[src/hdl/mmp_pkg.sv]
package mmp_pkg;

  localparam int unsigned MAX_DIM = 4;
  localparam int unsigned IDX_W   = 2;
  localparam int unsigned DIM_W   = 3;
  localparam int unsigned VAL_W   = 31;
  localparam int unsigned EXP_W   = 63;
  localparam int unsigned KIND_W  = 2;
  localparam int unsigned PROD_W  = 2 * VAL_W;
  localparam int unsigned SUM_W   = PROD_W + 1;
  localparam int unsigned CNT_W   = 6;
  localparam int unsigned IN_DATA_W  = 104;
  localparam int unsigned OUT_DATA_W = 40;
  localparam int unsigned CFG_ADDR_W = 1;

  localparam logic [VAL_W-1:0] MODULUS_RST = 31'd1000000007;
  localparam logic [DIM_W-1:0] SIZE_RST    = 3'd4;

  typedef enum logic [CFG_ADDR_W-1:0] {
    CFG_MODULUS = 1'b0,
    CFG_SIZE    = 1'b1
  } cfg_idx_e;

  typedef enum logic [KIND_W-1:0] {
    KIND_LOAD_MAT = 2'd0,
    KIND_LOAD_VEC = 2'd1,
    KIND_POWER    = 2'd2,
    KIND_VECTOR   = 2'd3
  } kind_e;

  typedef enum logic [1:0] {
    OP_LOAD = 2'd0,
    OP_MULT = 2'd1,
    OP_SQR  = 2'd2,
    OP_VEC  = 2'd3
  } op_sel_e;

  typedef struct packed {
    logic             load_in;
    logic             init_pow;
    logic             mac_start;
    logic             acc_clr;
    op_sel_e          op;
    logic [IDX_W-1:0] i;
    logic [IDX_W-1:0] j;
    logic [IDX_W-1:0] k;
    logic             tmp_wr;
    logic             copy_p;
    logic             copy_s;
    logic             shift_exp;
    logic             store_base;
    logic             store_vec;
    logic             out_load;
    logic             out_src_acc;
    logic             out_last;
  } mmp_cmd_t;

  typedef struct packed {
    logic             mac_done;
    logic             exp_zero;
    logic             exp_lsb;
    logic             out_free;
    logic [DIM_W-1:0] n;
  } mmp_stat_t;

endpackage

[src/hdl/mmp_ctrl.sv]
module mmp_ctrl (
  input  logic                        clk_i,
  input  logic                        rst_ni,
  input  logic                        in_valid_i,
  output logic                        in_ready_o,
  input  logic [mmp_pkg::KIND_W-1:0]  in_kind_i,
  input  mmp_pkg::mmp_stat_t          stat_i,
  output mmp_pkg::mmp_cmd_t           cmd_o
);
  import mmp_pkg::*;

  typedef enum logic [8:0] {
    ST_IDLE    = 9'b000000001,
    ST_LDSTART = 9'b000000010,
    ST_LDWAIT  = 9'b000000100,
    ST_CHECK   = 9'b000001000,
    ST_MSTART  = 9'b000010000,
    ST_MWAIT   = 9'b000100000,
    ST_COPY    = 9'b001000000,
    ST_EMIT    = 9'b010000000,
    ST_VEMIT   = 9'b100000000
  } state_e;

  state_e           state_q, state_d;
  op_sel_e          mode_q, mode_d;
  logic             did_mult_q, did_mult_d;
  logic             ld_vec_q, ld_vec_d;
  logic [IDX_W-1:0] i_q, i_d, j_q, j_d, k_q, k_d;
  logic [IDX_W-1:0] nm1;
  logic             accept;

  assign nm1        = IDX_W'(stat_i.n - DIM_W'(1));
  assign in_ready_o = (state_q == ST_IDLE);
  assign accept     = in_valid_i && in_ready_o;

  always_ff @(posedge clk_i or negedge rst_ni) begin
    if (!rst_ni) begin
      state_q    <= ST_IDLE;
      mode_q     <= OP_LOAD;
      did_mult_q <= 1'b0;
      ld_vec_q   <= 1'b0;
      i_q        <= '0;
      j_q        <= '0;
      k_q        <= '0;
    end else begin
      state_q    <= state_d;
      mode_q     <= mode_d;
      did_mult_q <= did_mult_d;
      ld_vec_q   <= ld_vec_d;
      i_q        <= i_d;
      j_q        <= j_d;
      k_q        <= k_d;
    end
  end

  always_comb begin
    state_d    = state_q;
    mode_d     = mode_q;
    did_mult_d = did_mult_q;
    ld_vec_d   = ld_vec_q;
    i_d        = i_q;
    j_d        = j_q;
    k_d        = k_q;
    cmd_o      = '0;
    cmd_o.op   = mode_q;
    cmd_o.i    = i_q;
    cmd_o.j    = j_q;
    cmd_o.k    = k_q;

    case (state_q)
      ST_IDLE: begin
        i_d = '0;
        j_d = '0;
        k_d = '0;
        did_mult_d = 1'b0;
        if (accept) begin
          cmd_o.load_in = 1'b1;
          case (kind_e'(in_kind_i))
            KIND_LOAD_MAT: begin
              ld_vec_d = 1'b0;
              mode_d   = OP_LOAD;
              state_d  = ST_LDSTART;
            end
            KIND_LOAD_VEC: begin
              ld_vec_d = 1'b1;
              mode_d   = OP_LOAD;
              state_d  = ST_LDSTART;
            end
            KIND_POWER: begin
              cmd_o.init_pow = 1'b1;
              state_d        = ST_CHECK;
            end
            default: begin
              mode_d  = OP_VEC;
              state_d = ST_MSTART;
            end
          endcase
        end
      end
      ST_LDSTART: begin
        cmd_o.mac_start = 1'b1;
        cmd_o.acc_clr   = 1'b1;
        state_d         = ST_LDWAIT;
      end
      ST_LDWAIT: begin
        if (stat_i.mac_done) begin
          cmd_o.store_base = !ld_vec_q;
          cmd_o.store_vec  = ld_vec_q;
          state_d          = ST_IDLE;
        end
      end
      ST_CHECK: begin
        if (stat_i.exp_zero) begin
          state_d = ST_EMIT;
        end else if (stat_i.exp_lsb && !did_mult_q) begin
          mode_d  = OP_MULT;
          state_d = ST_MSTART;
        end else begin
          mode_d  = OP_SQR;
          state_d = ST_MSTART;
        end
      end
      ST_MSTART: begin
        cmd_o.mac_start = 1'b1;
        cmd_o.acc_clr   = (k_q == '0);
        state_d         = ST_MWAIT;
      end
      ST_MWAIT: begin
        if (stat_i.mac_done) begin
          state_d = ST_MSTART;
          if (k_q == nm1) begin
            k_d = '0;
            if (mode_q == OP_VEC) begin
              state_d = ST_VEMIT;
            end else begin
              cmd_o.tmp_wr = 1'b1;
              if (j_q == nm1) begin
                j_d = '0;
                if (i_q == nm1) begin
                  i_d     = '0;
                  state_d = ST_COPY;
                end else begin
                  i_d = i_q + 1'b1;
                end
              end else begin
                j_d = j_q + 1'b1;
              end
            end
          end else begin
            k_d = k_q + 1'b1;
          end
        end
      end
      ST_COPY: begin
        if (mode_q == OP_MULT) begin
          cmd_o.copy_p = 1'b1;
          did_mult_d   = 1'b1;
        end else begin
          cmd_o.copy_s    = 1'b1;
          cmd_o.shift_exp = 1'b1;
          did_mult_d      = 1'b0;
        end
        state_d = ST_CHECK;
      end
      ST_EMIT: begin
        if (stat_i.out_free) begin
          cmd_o.out_load = 1'b1;
          cmd_o.out_last = (i_q == nm1) && (j_q == nm1);
          if (j_q == nm1) begin
            j_d = '0;
            if (i_q == nm1) begin
              i_d     = '0;
              state_d = ST_IDLE;
            end else begin
              i_d = i_q + 1'b1;
            end
          end else begin
            j_d = j_q + 1'b1;
          end
        end
      end
      ST_VEMIT: begin
        if (stat_i.out_free) begin
          cmd_o.out_load    = 1'b1;
          cmd_o.out_src_acc = 1'b1;
          cmd_o.out_last    = (i_q == nm1);
          if (i_q == nm1) begin
            i_d     = '0;
            state_d = ST_IDLE;
          end else begin
            i_d     = i_q + 1'b1;
            state_d = ST_MSTART;
          end
        end
      end
      default: begin
        state_d = ST_IDLE;
      end
    endcase
  end

endmodule

[config.mk]
export PLATFORM = sky130hd
export DESIGN_NAME = mmp_ctrl
export DESIGN_NICKNAME = d
export VERILOG_FILES = /design/src/hdl/mmp_pkg.sv /design/src/hdl/mmp_ctrl.sv
export SDC_FILE = /design/constraint.sdc
export NUM_CORES = 1
export LEC_CHECK = 0
export ABC_CLOCK_PERIOD_IN_PS = 2400
export BUFFER_PORTS_ARGS = -buffer_cell sky130_fd_sc_hd__buf_2
export CELL_PAD_IN_SITES_DETAIL_PLACEMENT = 0
export CELL_PAD_IN_SITES_GLOBAL_PLACEMENT = 1
export CORE_AREA = 4 4 71 73
export DETAILED_ROUTE_END_ITERATION = 10
export DIE_AREA = 0 0 75 77
export HOLD_SLACK_MARGIN = 0.1
export PLACE_DENSITY_LB_ADDON = 0.1
export SYNTH_ARGS = -nofsm -noshare
export SYNTH_HDL_FRONTEND = slang
export SYNTH_SLANG_ARGS = --single-unit
[constraint.sdc]
create_clock -name clk_i -period 2.4 [get_ports clk_i]
set_input_delay 0.12 -clock clk_i [delete_from_list [all_inputs] [get_ports clk_i]]
set_output_delay 0.12 -clock clk_i [all_outputs]
set_load 0.1 [all_outputs]
Yosys cells after proc, flatten, opt, wreduce, memory -nomap -nowiden

Cells that the tools add are included.
Widths: inputs -> output; s select.

Multiplexer cells: 58
Div/mod/pow operators: 0
Shifts and indexed selects: 0
Equal/unequal tests: 27
$mul: 0
Bitwise operators: 0
Reduce and logical (&&, ||, !) cells: 20
$add $sub $neg: 4
$lt $le $gt $ge: 0

Operators with widths:

| kind                | number |
|---|---|
| $mux 9              | 9 |
| $pmux 9 s9          | 1 |
| $mux 2              | 22 |
| $ne 2x2->1 const B  | 10 |
| $pmux 2 s2          | 4 |
| $mux 7              | 2 |
| $pmux 5 s2          | 1 |
| $eq 9x1->1 const B  | 1 |
| $eq 9x2->1 const B  | 1 |
| $eq 9x3->1 const B  | 1 |
| $eq 9x4->1 const B  | 1 |
| $eq 9x5->1 const B  | 1 |
| $eq 9x6->1 const B  | 1 |
| $eq 9x7->1 const B  | 1 |
| $eq 9x8->1 const B  | 1 |
| $eq 9x9->1 const B  | 1 |
| $mux 1              | 9 |
| $mux 8              | 1 |
| $pmux 1 s2          | 4 |
| $pmux 2 s4          | 1 |
| $reduce_bool 2->1   | 4 |
| $reduce_and 7->1    | 1 |
| $add 2x1->2 const B | 3 |
| $eq 2x2->1          | 3 |
| 18 further kinds    | 25 |

ROM bits: 0
Word-level logic and storage cells: 116
Bits in writable memories: 0
Flip-flop bits (word level): 19
Memories: 0
Latch bits: 0

Longest topological paths before layout

Gate-level depths: netlist (run 1).

Depth after elaboration: 8
Gate-level depth with buffers: 9
Gate-level depth less buffers: 8

Least setup slack after synthesis (run 1)

Ideal clock, no wire load.

Path type: register -> register
Start point: register state_q[3]
End point: register state_q[4]
Stages on the path, launching flop included: 6
Data arrival time: 3598 ps
Data required time: 2296 ps
Setup time: 104 ps
Slack: -1302 ps
Buffers on the path: 0
Cells stage by stage: dfrtp_1 -> nor4_4 -> nand2_1 -> nor3_1 -> nor3_1 -> a311oi_1

Longest elaborated chain between the ends: 4

Ends and longest elaborated chain:

| what                              | line                           | text |
|---|---|---|
| start: declaration                | mmp_ctrl.sv:24                 | `state_e state_q, state_d;` |
| start signal: assignment          | mmp_ctrl.sv:46                 | `state_q <= state_d;` |
| $eq 9x1->1                        | mmp_ctrl.sv:33, mmp_ctrl.sv:70 |  |
| $logic_and 1x1->1                 | mmp_ctrl.sv:34                 | `assign accept = in_valid_i && in_ready_o;` |
| $ne 2x1->1 (no source line)       | -                              |  |
| $reduce_and 7->1 (no source line) | -                              |  |

Parallel ways exist; a longest one is shown, timed or not.
A chain may end at the register's enable or synchronous reset.

==> results of run 1 <==
==> final timing paths <==
check / startpoint / cells after the start / to
min in group asynchronous: rst_ni / 2 / k_q[0]
min reg2reg: did_mult_q / 1 / did_mult_q
max reg2reg: state_q[5] / 6 / i_q[1]
max in group asynchronous: rst_ni / 2 / state_q[0]
min: in_kind_i[1] / 2 / state_q[1]
max: state_q[3] / 5 / cmd_o[8]
==> layout by cell type, fill, tap and decap left out, types with 5 or more instances in the layout <==
master,instances
nand2b_1,5
buf_2,24
buf_4,8
dfrtp_1,17
inv_1,8
nor2_1,17
nand2_1,15
o21ai_0,7
nand4_1,7
nand3_1,9
buf_12,8
==> final cells by class <==
type	instances	area, um2
clock buffer	4	45.04
sequential	19	478.0
fill	430	2424
tap	52	65.06
multi-input combinational	132	932.1
inverter	10	40.04
timing repair buffer	43	370.4
==> critical path, cell delays in order, from the launching register on <==
cell,delay [ns]
dfrtp_1,0.46
nor4_4,0.33
and4_2,0.33
nand2_1,0.17
nor2_4,0.11
buf_2,0.43
==> power by group through the flow <==
stage	clock [mW]	combinational (mW)	sequential [mW]
6_report	0.235	1.44	0.529
5_1_grt	0.255	1.55	0.547
4_1_cts	0.243	1.43	0.529
3_5_place_dp	0	1.42	0.536
3_3_place_gp	0	1.41	0.530
2_1_floorplan	0	1.02	0.628
==> timing repair <==
action | CTS | global route
resized for setup | 0 | 0
hold endpoints to repair | 20 | 0
hold buffers | 3 | 0
setup buffers | 0 | 2
setup endpoints to repair | 0 | 3
==> cell usage after synthesis (3+ instances only) <==
cell type / count
nor3_1: 5
nand2b_1: 5
nor4_1: 3
inv_1: 8
buf_4: 4
nor2_1: 20
xnor2_1: 3
a21oi_1: 5
xor2_1: 3
nand4_1: 7
o31ai_1: 4
nand2_1: 15
o21ai_0: 8
buf_6: 3
dfrtp_1: 18
nand3_1: 9
o22ai_1: 3
==> metal layers <==
metal / GRT usage, % / routed length [um]
met5: 0 / 0
met4: 4.448 / 47
met1: 21.46 / 1848
met3: 2.614 / 209
met2: 25.61 / 2012
==> stage by stage <==
step / util, % / instances / total power, mW / setup slack, ns
final: 44.34 / 260 / 2.207 / 0.1912
after CTS: 43.99 / 258 / 2.201 / 0.03343
after global placement: 42.27 / 251 / 1.942 / 0.2667
after global routing: 44.34 / 260 / 2.355 / 0.07798
after floorplan: - / 169 / 1.648 / -0.1016
after detailed placement: 42.27 / 251 / 1.958 / 0.2470
==> flip-flops by register name (all words and copies together) (netlist names) <==
register    flops
k_q             2
ld_vec_q        1
did_mult_q      1
mode_q          2
state_q         9
i_q             2
j_q             2
==> cells by family (layout without fill, tap and decap cells) <==
kind of cell / Yosys count / count (layout) / synth area share [%]
simple gates: 84 / 84 / 33.96
flops: 19 / 19 / 32.59
fa+ha+maj: 1 / 1 / 0.8553
buf+inv: 18 / 57 / 7.186
mux: 4 / 4 / 3.764
compound gates: 37 / 37 / 18.05
xor+xnor: 6 / 6 / 3.593
==> impl_results.md, run 1 <==
* Horiz. Die Dim at 75 um
* Period utilisation layout at 92.03%
* RSZ-0062 raised after global routing: no
* Asr flop ratio synth at 100.0%
* Worst-Skew Late Latency at 0.26 ns
* Inserted Clock Buffers at 3
* Pin count of the biggest net entering global routing at 20
* Post-DRT Antenna Nets at 0
* Final slew viol count at 0
* Initial antenna violation count at 0
* Setup crit end kind: output port
* Leak at 0.8561 nW
* Via density at 5.446
* Final setup violation count at 0
* First-pass GRT wire length at 7113 um
* Drt first pass iters at 4
* Sw Share at 56.94%
* Worst Max-Slew Pin Slew at 0.4847 ns
* GRT Residual Overflow at 0
* Min-Delay Path Class: primary input to register
* Die footprint at 5775 um2
* Reg clk slew, reported paths at 0.07 ns
* GRT Util Overall at 15.87%
* Worst EP required at 2.28 ns
* Top-area cell type share of the netlist area at 30.80%
* Max_cap viols at 0
* Yosys warns at 0
* Psw at 1.257 mW
* Fin. Hold Viols at 0
* Int Power at 0.9506 mW
* FF-to-FF setup slack at 0.35 ns
* Final WL at 4117 um
* Clk_skew at 0.002438 ns
* FMAX at 452.7 MHz
* Remaining DRCs at 0
* IO Pins at 34
* Pwr/cell area at 1143 nW/um2
* Initial Util at 33.59%
* Setup TNS at 0 ns
* Initial DRC Count at 37
* Crit path kind: register to output port
* Relative slew margins at 67.39%
* Crit Path Max Fanout at 6
* Tmin final at 2.209 ns
* Most used DFF post-synth: dfrtp_1
* Net count after synthesis at 182
* Core area at 4354 um2
* H-tree Lvls at 1
* Fin area at 1931 um2
* Antenna cells at 0
* Per-cell routed wire length at 15.83 um
* Row count at 24
* Top cells by area, synth: dfrtp_1, nor2_1, nand2_1
* Kind of start point of the critical path: register
* Post-synthesis sequential area ratio at 32.59%
* # nets final at 222
* Synthesized area per cell at 8.655 um2
* Dpl hpwl at 3279 um
* Placer congestion estimate at 0.8384
* Worst Path Arrival at 2.09 ns
* Synthesized area at 1463 um2
* Layout cells sized above 1 at 33.65%
* Area Overhead vs Synth at 31.99%
* CTS tree: done
* Yosys reg bits at 19
* Outcome: finished clean
* Die height at 77 um
* Post-synthesis cell count at 169
* Routed via count at 1416
* Clock network fraction of total power at 10.7%
* Sink Count at 19
* Root buffer cell: clkbuf_8
* Post-synthesis cell type count at 56
* Sequential power share at 24.0%
* Placed Area at 1841 um2
* Post-synth EDFFs at 0
* Comb pwr share at 65.4%
* VDD IR max at 0.9078 mV
* Number of global-route vias before repair at 1464
* Worst hold margin at 0.09942 ns
* CTS Buffer Depth at 2
* PortBufs at 32
* Post-synth top area cell: dfrtp_1
(Power assumes the default switching activity.)
==> run 2, diff against run 1 <==
- PLACE_DENSITY: unset -> 0.64
- PLACE_DENSITY_LB_ADDON: 0.1 -> unset
==> run 2 against run 1 <==
Against the previous run:
- flip-flop and latch count stayed put
- largest power group unchanged
- first-iteration DRC count up 59%
- core utilization down 0.66 points
- register-to-register slack worse by 0.04 ns
- critical path type unchanged
- global-route usage shrank 0.31 points
- wire length rose by 2.8%
==> impl_results.md, run 2 (synthesis gave the netlist of run 1 again) <==
* Hold Startpoint: in_kind_i[0]
* Critical Path Max Stage Delay at 0.54 ns
* Crit path from: state_q[5]
* Crit-path cells: nor4_4 -> buf_4 -> and4_1 -> and3_1 -> buf_2
* Commonest non-fill, non-tap cell in the layout: buf_2
* Worst-Skew Late Latency at 0.27 ns
* CTS tree: done
* Relative slew margins at 67.70%
* Kind of start point of the critical path: register
* Horiz. Die Dim at 75 um
* Most frequent cells in the layout: buf_2, nor2_1, dfrtp_1, nand2_1, nand3_1
* Period utilisation layout at 96.66%
* WP buf/inv at 2
* VDD IR max at 1.249 mV
* Psw at 1.263 mW
* RSZ-0062 raised after global routing: yes
* Comb pwr share at 64.1%
* CTS Buffer Depth at 2
* Antenna cells at 0
* Per-cell routed wire length at 16.40 um
* Initial antenna violation count at 0
* Reg clk slew, reported paths at 0.09 ns
* Remaining DRCs at 0
* Leak at 0.8403 nW
* Fin. Hold Viols at 0
* Row count at 24
* GRT Residual Overflow at 0
* Outcome: finished clean
* PortBufs at 32
* Place WS at 0.2845 ns
* Number of global-route vias before repair at 1392
* Largest reg by FF count: state_q
* Clk_skew at 0.003819 ns
* Post-DRT Antenna Nets at 0
* H-tree Lvls at 1
* Initial Util at 33.59%
* Crit path kind: register to output port
* GRT Util Overall at 15.56%
* Max_cap viols at 0
* Tmin final at 2.320 ns
* Via density at 5.531
* Crit Path Max Fanout at 9
* Pwr/cell area at 1141 nW/um2
* # nets final at 220
* Final WL at 4231 um
* FMAX at 431.1 MHz
* Worst Max-Slew Pin Slew at 0.4879 ns
* Drt first pass iters at 4
* FF-to-FF Start: state_q[5]
* Final slew viol count at 0
* Min-Delay Path Class: primary input to register
* Die height at 77 um
* CP max-delay cell: dfrtp_1
* Crit path max-delay family: simple AND/OR/NAND/NOR gates
* Cell Count, Final, Fillers Out at 258
* Die footprint at 5775 um2
* Worst EP required at 2.28 ns
* Initial DRC Count at 59
* Layout cells sized above 1 at 33.50%
* Setup crit end kind: output port
* Core area at 4354 um2
* Sequential power share at 24.5%
* Placed cell count at 248
* Pin count of the biggest net entering global routing at 20
* Clock network fraction of total power at 11.4%
* Int Power at 0.9067 mW
* Final setup violation count at 0
* Worst setup margin at 0.08028 ns
* Dpl hpwl at 3291 um
* Sw Share at 58.22%
* Placer congestion estimate at 0.8050
* Sink Count at 19
* Inserted Clock Buffers at 3
* Area Overhead vs Synth at 30.03%
* Max FFs per register at 9
* Routed via count at 1427
* IO Pins at 34
* First-pass GRT wire length at 6975 um
* Util after Layout at 43.68%
* Root buffer cell: clkbuf_8
* Worst Path Arrival at 2.20 ns
run 2: cell count changes in the layout (fill, tap and decap cells not counted), sizes merged:
cell / previous run / this run
clkinv: 0 / 1
buf: 40 / 34
clkbuf: 4 / 6
dlygate4sd3: 3 / 4
run 2: routing by layer:
| metal | part of all wire [%] | wire length, um | vias up | track usage (%) |
|---|---|---|---|---|
| li1 | - | - | 695 | - |
| met1 | 45 | 1911 | 701 | 20.50 |
| met2 | 50 | 2107 | 26 | 25.61 |
| met3 | 3.9 | 163 | 5 | 2.745 |
| met4 | 1.1 | 48 | 0 | 4.270 |
| met5 | 0 | 0 | - | 0 |
run 2: path summary, 6_finish.rpt:
kind                         endpoint  slack, ns  cells after the start
min reg2reg                did_mult_q       0.54                      1
min in group asynchronous  state_q[2]       0.33                      2
max                          cmd_o[3]       0.08                      5
min                          ld_vec_q       0.11                      2
max reg2reg                state_q[6]       0.31                      7
max in group asynchronous      k_q[1]       1.72                      2
run 2: stage by stage:
stage	hold slack (ns)	power (mW)	setup TNS, ns	instance area (um2)
after floorplan	-0.1756	1.648	-0.2273	1518
final	0.1116	2.170	0	1902
after global routing	0.1149	2.309	-0.03570	1902
after CTS	0.1147	2.140	0	1874
after global placement	0.1030	1.873	0	1788
after detailed placement	0.1083	1.890	0	1788
run 2: power by group through the flow:
| stage | Combinational (mW) | Clock, mW | Sequential (mW) |
|---|---|---|---|
| detailed placement | 1.35 | 0 | 0.537 |
| global placement | 1.34 | 0 | 0.532 |
| CTS | 1.36 | 0.248 | 0.531 |
| global route | 1.50 | 0.264 | 0.548 |
| floorplan | 1.02 | 0 | 0.628 |
| finish | 1.39 | 0.247 | 0.533 |
run 2: final cells by class:
| cell class | instances | area [um2] |
|---|---|---|
| clock buffer | 3 | 41.29 |
| clock inverter | 1 | 5.005 |
| fill | 437 | 2452 |
| inverter | 10 | 40.04 |
| multi-input combinational | 132 | 937.1 |
| sequential | 19 | 478.0 |
| tap | 52 | 65.06 |
| timing repair buffer | 41 | 335.3 |
run 2: worst register-to-register path: stages (launching register included):
cell,delay [ns]
dfrtp_1,0.61
nor4_4,0.10
buf_4,0.17
and4_1,0.22
nor2_1,0.11
o22ai_1,0.10
a211o_2,0.39
nor4_2,0.28
run 2: what timing repair did:
| item | 4_1_cts | 5_1_grt |
|---|---|---|
| setup buffers | 0 | 2 |
| hold buffers | 4 | 0 |
| endpoints found under the hold margin | 21 | 0 |
| endpoints found under the setup margin | 0 | 7 |
| resized for setup | 0 | 4 |
